## src/sv/bsa_pkg.sv

```systemverilog
// Package for the bitmap slot allocator: sizes, payload structs, status codes,
// controller states and the command/status bundles between control and datapath.
// No dependencies.
`default_nettype none

package bsa_pkg;

  // Number of slots managed by the allocator
  localparam int NUM_SLOTS = 8192;

  // Bitmap memory organization: 64 occupancy bits per word
  localparam int WORD_W    = 64;
  localparam int BIT_W     = $clog2(WORD_W);
  localparam int NUM_WORDS = (NUM_SLOTS + WORD_W - 1) / WORD_W;
  localparam int ADDR_W    = (NUM_WORDS > 1) ? $clog2(NUM_WORDS) : 1;
  localparam int SLOT_W    = $clog2(NUM_SLOTS);
  localparam int CNT_W     = $clog2(NUM_SLOTS + 1);

  // Bits of the last word that lie beyond the last slot read as occupied
  localparam int LAST_BITS = NUM_SLOTS - (NUM_WORDS - 1) * WORD_W;
  localparam logic [WORD_W-1:0] PAD_MASK =
      ~((({{(WORD_W-1){1'b0}}, 1'b1}) << LAST_BITS) - 1'b1);

  // Field widths of the payload
  localparam int REQ_SLOT_W = 14;
  localparam int GRANT_W    = 13;

  typedef enum logic [0:0] {
    OP_ALLOC = 1'b0,
    OP_FREE  = 1'b1
  } opcode_e;

  typedef enum logic [1:0] {
    ST_OK     = 2'd0,
    ST_FULL   = 2'd1,
    ST_RANGE  = 2'd2,
    ST_DOUBLE = 2'd3
  } status_e;

  typedef struct packed {
    opcode_e               opcode;
    logic [REQ_SLOT_W-1:0] slot_to_free;
  } req_t;

  typedef struct packed {
    status_e            status;
    logic [GRANT_W-1:0] granted_slot;
  } rsp_t;

  typedef enum logic [2:0] {
    CS_CLEAR,
    CS_IDLE,
    CS_DECODE,
    CS_FREE_CHK,
    CS_ALLOC_CHK
  } ctrl_state_e;

  // Commands from the controller to the datapath
  typedef struct packed {
    logic    clr_step;
    logic    accept;
    logic    rd_free;
    logic    rd_first;
    logic    rd_next;
    logic    commit_free;
    logic    commit_alloc;
    logic    res_load;
    status_e res_status;
  } ctrl_cmd_t;

  // Status from the datapath to the controller
  typedef struct packed {
    logic    clr_last;
    opcode_e req_op;
    logic    range_bad;
    logic    full;
    logic    bit_set;
    logic    found;
    logic    out_busy;
  } dp_status_t;

endpackage

`default_nettype wire

```

## src/sv/bsa_ctrl.sv

```systemverilog
// Controller state machine of the bitmap slot allocator: clearing pass,
// request decode, free check and word-by-word allocate scan. Uses bsa_pkg.
`default_nettype none

module bsa_ctrl
  import bsa_pkg::*;
(
  input  wire logic       clk_i,
  input  wire logic       rst_ni,
  input  wire logic       in_valid_i,
  output logic            in_stall_o,
  input  wire dp_status_t stat_i,
  output ctrl_cmd_t       cmd_o
);

  ctrl_state_e state_q, state_d;

  // State register
  always_ff @(posedge clk_i or negedge rst_ni) begin
    if (!rst_ni) begin
      state_q <= CS_CLEAR;
    end else begin
      state_q <= state_d;
    end
  end

  // Next state and commands
  always_comb begin
    state_d    = state_q;
    cmd_o      = '0;
    cmd_o.res_status = ST_OK;
    in_stall_o = 1'b1;

    unique case (state_q)
      CS_CLEAR: begin
        cmd_o.clr_step = 1'b1;
        if (stat_i.clr_last) begin
          state_d = CS_IDLE;
        end
      end

      CS_IDLE: begin
        in_stall_o = 1'b0;
        if (in_valid_i) begin
          cmd_o.accept = 1'b1;
          state_d      = CS_DECODE;
        end
      end

      CS_DECODE: begin
        if (stat_i.req_op == OP_FREE) begin
          if (stat_i.range_bad) begin
            // Report a slot out of range once the output is free
            if (!stat_i.out_busy) begin
              cmd_o.res_load   = 1'b1;
              cmd_o.res_status = ST_RANGE;
              state_d          = CS_IDLE;
            end
          end else begin
            cmd_o.rd_free = 1'b1;
            state_d       = CS_FREE_CHK;
          end
        end else begin
          if (stat_i.full) begin
            if (!stat_i.out_busy) begin
              cmd_o.res_load   = 1'b1;
              cmd_o.res_status = ST_FULL;
              state_d          = CS_IDLE;
            end
          end else begin
            cmd_o.rd_first = 1'b1;
            state_d        = CS_ALLOC_CHK;
          end
        end
      end

      CS_FREE_CHK: begin
        // Hold the read word until the output can take the result
        if (!stat_i.out_busy) begin
          cmd_o.res_load = 1'b1;
          state_d        = CS_IDLE;
          if (stat_i.bit_set) begin
            cmd_o.commit_free = 1'b1;
            cmd_o.res_status  = ST_OK;
          end else begin
            cmd_o.res_status  = ST_DOUBLE;
          end
        end
      end

      CS_ALLOC_CHK: begin
        if (stat_i.found) begin
          if (!stat_i.out_busy) begin
            cmd_o.commit_alloc = 1'b1;
            cmd_o.res_load     = 1'b1;
            cmd_o.res_status   = ST_OK;
            state_d            = CS_IDLE;
          end
        end else begin
          // Advance to the next word of the scan
          cmd_o.rd_next = 1'b1;
        end
      end

      default: begin
        state_d = CS_IDLE;
      end
    endcase
  end

endmodule

`default_nettype wire

```

## config.mk

```make
export PLATFORM = sky130hd
export DESIGN_NAME = bsa_ctrl
export DESIGN_NICKNAME = d
export VERILOG_FILES = /design/src/sv/bsa_pkg.sv /design/src/sv/bsa_ctrl.sv
export SDC_FILE = /design/constraint.sdc
export NUM_CORES = 1
export LEC_CHECK = 0
export BUFFER_PORTS_ARGS = -buffer_cell sky130_fd_sc_hd__buf_2
export CAP_MARGIN = 15
export CORE_AREA = 3 3 40 42
export DETAILED_ROUTE_END_ITERATION = 10
export DIE_AREA = 0 0 43 45
export SLEW_MARGIN = 20
export SYNTH_ARGS = -nofsm -noshare
export SYNTH_HDL_FRONTEND = slang
export SYNTH_SLANG_ARGS = --single-unit
```

## constraint.sdc

```tcl
create_clock -name clk_i -period 1.9 [get_ports clk_i]
set_input_delay 0.285 -clock clk_i [delete_from_list [all_inputs] [get_ports clk_i]]
set_output_delay 0.285 -clock clk_i [all_outputs]
set_load 0.01 [all_outputs]
```

==> metrics.yaml, run 1 <==
layout:
  final_cell_mix: "20 x buf_2, 9 x nor2_1, 6 x o21ai_0"
  largest_register_ffs: 3
  syn2layout_area_growth_pct: 41.20
  n_fill_cell: 145
  regMostFlops: "state_q"
  finalNetCount: 83
  multi_input_area_um2: 234.0
  finalNonFillerCells: 87
  final_common_cell: "buf_2"
  drive_above_1_share: 0.3333
  regArea_um2: 75.07
  diodes: 0
  fin_util: 0.3671
  reg.largest.list: "state_q x3"
setup_path:
  required_ns: 1.62
  cp_max_fo: 15
  crit_arrival_ns: 1.42
  rr_startpoint: "state_q[0]$_DFFE_PN0P_"
  end_kind: "output port"
  critPathLaunchType: "register"
  criticalPathCategory: "reg2out"
  cp-startpoint: "state_q[0]$_DFFE_PN0P_"
floorplanning:
  dieHeight_um: 45
  dieWidth_um: 43
  num_rows: 13
  core_um2: 1285
  start_util: 0.2600
  dieArea_um2: 1935
  pin_count: 21
drt:
  post_drt_wl_per_cell_um: 10.08
  vias: 410
  wl_um: 877
  dr.pass1.iters: 4
  ant_nets: 0
  drt_drc_violations_left: 0
  first_iter_violations: 19
  via_per_inst: 4.713
timing:
  setup_ws_ns: 0.1981
  drv_slew: 0
  finalSetupViolations: 0
  max-slew-margin-rel: 0.7312
  worstMarginPinSlew_ns: 0.3930
  fmax_mhz: 587.6
  rsz0062_at_grt: "false"
  finalSetupTns_ns: 0
  layout_min_cycle_time_ns: 1.702
  hold_viol: 0
  fin_skew_ns: 0.005546
  finalCritPeriodShare: 0.8957
synth:
  yosysWarnings: 0
  synth_seq_area_share: 0.2247
  synth_cells: 50
  syn_avg_cell_area_um2: 6.681
  syn_nets: 60
  synth_area_um2: 334.1
  ys_types: 21
  synth_seq_cells: 3
placed_design:
  dp.cells: 82
  post-place-ws_ns: 0.4487
  place_congestion: 0.7643
  io_buffers: 20
  dp_hpwl_um: 649.9
global_route:
  grt_max_degree: 16
  grt_pass1_wl_um: 1504
  gr-total-overflow: 0
  grt_antenna_before_repair: 0
  grt_pass1_vias: 359
  grt.total_usage: 0.1034
cts:
  post_cts_buffers: 0
  h-tree-depth: 1
  cts_made_buffers: 3
  clkTransAtPathRegs_ns: 0.04
  worstSkewPairLatency_ns: 0.24
  cts_root_buf: "clkbuf_4"
  cts_tree: "yes"
  clockBufferDepth: 2
  cts.sinks: 3
pwr:
  power.density_nw_per_um2: 1100
  ir_worst_vdd_uv: 373.5
  power.total_mw: 0.5190
  p_leak_nw: 0.2407
worst_hold_path:
  hold_path.class: "in2async"
run:
  maxCapViolations: 0
status:
  status: "finished clean"
-- cell families after synthesis --
family / synth area share
AO/OA/AOI/OAI: 0.2435
flip-flops: 0.2247
AND/OR/NAND/NOR: 0.4569
buffers and inverters: 0.07492
-- layer usage --
metal | vias to the layer above | global-route usage | part of all wire
met5 | - | 0 | 0
met4 | 0 | 0.09036 | 0.022
met3 | 2 | 0.01992 | 0.088
met2 | 15 | 0.1377 | 0.42
met1 | 176 | 0.1404 | 0.47
li1 | 217 | - | -
-- through the flow --
step	area [um2]	hold WS (ns)
floorplan	334.1	-0.01059
global placement	435.4	0.08256
detailed placement	435.4	0.08179
CTS	471.7	0.3598
global route	471.7	0.3996
finish	471.7	0.3655
-- timing repair --
item | CTS | global route
endpoints found under the setup margin | 0 | 0
hold buffers | 1 | 0
resized for setup | 0 | 0
hold endpoints to repair | 3 | 0
-- power breakdown --
group,switching [mW],internal [mW]
logic,0.130,0.125
registers,0.0646,0.0863
clock network,0.0345,0.0788
total,0.229,0.290
-- final timing paths --
check	to	slack, ns	depth (start not counted)
worst max-delay path	cmd_o[8]	0.20	3
worst min-delay path	state_q[1]$_DFFE_PN0P_	0.37	2
worst max register to register	state_q[0]$_DFFE_PN0P_	0.64	4
worst min register to register	state_q[2]$_DFFE_PN0P_	0.71	1
max in group asynchronous	state_q[0]$_DFFE_PN0P_	1.43	2
min in group clk_i	state_q[0]$_DFFE_PN0P_	0.40	3
-- critical path, stage by stage (launching register included) --
cell and delay [ns]:
dfrtp_1 0.57, or3b_1 0.40, nor2_1 0.08, buf_2 0.13
-- cells in the mapped netlist, drive strengths merged --
library cell	count	area, um2
nor2b	2	12.51
o21ai	6	30.03
a2bb2oi	1	8.760
and3	2	12.51
a21o	1	7.510
a31oi	1	6.260
nand3b	2	15.01
a21oi	4	20.02
or3b	2	17.52
nor3	1	5.000
nor4	1	6.260
nor2	9	33.78
nand2	3	11.26
a2111oi	1	8.760
and2b	1	8.760
nand2b	4	25.02
buf	3	17.52
inv	2	7.510
dfrtp	3	75.07
nand3	1	5.000
-- layout make-up --
| class | instances | share of cell area |
|---|---|---|
| multi-input combinational | 42 | 0.4960 |
| sequential | 3 | 0.1592 |
| tap | 15 | 0.03979 |
| clock buffer | 4 | 0.05570 |
| inverter | 2 | 0.01592 |
| timing repair buffer | 21 | 0.2334 |
Note: power is estimated with default switching activity, not from simulation.
==> inputs of run 2 (changes only) <==
--- a/config.mk
+++ b/config.mk
@@ -10,6 +10,7 @@
 export CORE_AREA = 3 3 40 42
 export DETAILED_ROUTE_END_ITERATION = 10
 export DIE_AREA = 0 0 43 45
+export PLACE_DENSITY = 0.53
 export SLEW_MARGIN = 20
 export SYNTH_ARGS = -nofsm -noshare
 export SYNTH_HDL_FRONTEND = slang
==> metrics.yaml, run 2 (synthesized netlist as in run 1, its figures left out) <==
placed_design:
  placed_area_um2: 435.4  # unchanged
  io_buffers: 20  # unchanged
  dp_hpwl_um: 677.6  # +4.3%
  place_congestion: 0.8516  # +11%
setup_path:
  crit_arrival_ns: 1.42  # about the same
  rr_worst_depth: 3  # -1
  criticalPathCategory: "reg2out"
  critPathLaunchType: "register"
  ff2ff_setup_slack_ns: 0.63  # about the same
  crit_path_end: "cmd_o[8]"
  rr_endpoint: "state_q[1]$_DFFE_PN0P_"
  cp_max_fo: 15  # unchanged
  required_ns: 1.62  # about the same
  end_kind: "output port"
  rr_startpoint: "state_q[0]$_DFFE_PN0P_"
  cp-startpoint: "state_q[0]$_DFFE_PN0P_"
timing:
  fin_skew_ns: 0.001719  # -0.003828 ns
  finalSetupTns_ns: 0  # unchanged
  worstMarginPinSlew_ns: 0.3845  # -0.008458 ns
  hold_viol: 0  # unchanged
  max-slew-margin-rel: 0.7370  # +0.005784
  layout_min_cycle_time_ns: 1.706  # +0.004613 ns
  rsz0062_at_grt: "false"
  fmax_mhz: 586.0  # -0.27%
  finalSetupViolations: 0  # unchanged
  finalCritPeriodShare: 0.8981  # +0.002428
  drv_slew: 0  # unchanged
cts:
  h-tree-depth: 1  # unchanged
  post_cts_resized: 0  # unchanged
  cts_hold_buf: 1  # unchanged
  cts.sinks: 3  # unchanged
  worstSkewPairLatency_ns: 0.23  # about the same
  clkTransAtPathRegs_ns: 0.04  # about the same
  post_cts_buffers: 0  # unchanged
  clockBufferDepth: 2  # unchanged
  cts_made_buffers: 3  # unchanged
  cts_root_buf: "clkbuf_4"
  cts_tree: "yes"
layout:
  regMostFlops: "state_q"
  syn2layout_area_growth_pct: 41.20  # unchanged
  multi_input_area_um2: 234.0  # unchanged
  fin_area_um2: 471.7  # unchanged
  drive_above_1_share: 0.3333  # unchanged
  finalNetCount: 83  # unchanged
  diodes: 0  # unchanged
  largest_register_ffs: 3  # unchanged
  reg.largest.list: "state_q x3"
  final_cell_mix: "20 x buf_2, 9 x nor2_1, 6 x o21ai_0"
  n_fill_cell: 152  # +4.8%
  final_common_cell: "buf_2"
  regArea_um2: 75.07  # unchanged
pwr:
  ir_worst_vdd_uv: 361.6  # -3.2%
  p_clk_frac: 0.216  # -0.002
  p_sw_frac: 0.4397  # -0.001884
  power.density_nw_per_um2: 1096  # -0.38%
  p_leak_nw: 0.2407  # unchanged
  cellInternalPower_mw: 0.2897  # about the same
  power.share.combinational: 0.491  # about the same
  seq_power_share: 0.293  # +0.002
  net-switching-power_mw: 0.2273  # -0.81%
global_route:
  grt.total_usage: 0.1059  # +0.002502
  grt_antenna_before_repair: 0  # unchanged
  grt_pass1_wl_um: 1462  # -2.8%
  grt_max_degree: 16  # unchanged
  grt_pass1_vias: 346  # -3.6%
  gr-total-overflow: 0  # unchanged
drt:
  drt_drc_violations_left: 0  # unchanged
  wl_um: 878  # +0.11%
  post_drt_wl_per_cell_um: 10.09  # +0.11%
  via_per_inst: 4.793  # +1.7%
  first_iter_violations: 6  # -13
  ant_nets: 0  # unchanged
  dr.pass1.iters: 4  # unchanged
  vias: 417  # +1.7%
floorplanning:
  pin_count: 21  # unchanged
  dieArea_um2: 1935  # unchanged
  num_rows: 13  # unchanged
  dieWidth_um: 43  # unchanged
  core_um2: 1285  # unchanged
  start_util: 0.2600  # unchanged
  dieHeight_um: 45  # unchanged
worst_hold_path:
  hold_path.class: "in2async"
run:
  maxCapViolations: 0  # unchanged
status:
  status: "finished clean"
==> run 2: metal layers <==
| metal | track usage | vias up | routed length [um] |
|---|---|---|---|
| met5 | 0 | - | 0 |
| met4 | 0.1084 | 0 | 0 |
| met3 | 0.03586 | 0 | 57 |
| met2 | 0.1407 | 13 | 401 |
| met1 | 0.1283 | 187 | 420 |
| li1 | - | 217 | - |
==> run 2: cell type report <==
type,instances,area share
clock buffers,4,0.05570
inverters,2,0.01592
multi-input cells,42,0.4960
flip-flops and latches,3,0.1592
well taps,15,0.03979
repair buffers,21,0.2334
==> run 2: worst max-delay path, stage by stage, from the launching register on <==
cell,delay [ns]
dfrtp_1,0.57
or3b_1,0.40
nor2_1,0.09
buf_2,0.13
==> run 2: power groups by stage <==
stage | logic, mW | clock network, mW | registers (mW)
floorplan | 0.231 | 0 | 0.0995
global placement | 0.255 | 0 | 0.151
detailed placement | 0.255 | 0 | 0.151
CTS | 0.257 | 0.117 | 0.151
global route | 0.285 | 0.132 | 0.159
finish | 0.254 | 0.112 | 0.151
==> run 2: worst min-delay path by stage <==
stage,endpoint,cells after the start,slack (ns),from
2_1_floorplan,state_q[0]$_DFFE_PN0P_,0,-0.01,rst_ni
3_3_place_gp,state_q[2]$_DFFE_PN0P_,1,0.08,rst_ni
3_5_place_dp,state_q[2]$_DFFE_PN0P_,1,0.08,rst_ni
4_1_cts,state_q[0]$_DFFE_PN0P_,2,0.38,rst_ni
5_1_grt,state_q[2]$_DFFE_PN0P_,2,0.38,rst_ni
6_report,state_q[0]$_DFFE_PN0P_,2,0.38,rst_ni
==> run 2: through the flow <==
step	power (mW)	std cells	hold WS, ns	setup WS (ns)	util
finish	0.5170	87	0.3753	0.1935	0.3671
detailed placement	0.4060	82	0.08207	0.4324	0.3389
global placement	0.4066	82	0.08130	0.4536	0.3389
floorplan	0.3306	50	-0.01059	0.5031	-
global route	0.5763	87	0.3809	0.08467	0.3671
CTS	0.5250	87	0.3750	0.1776	0.3671
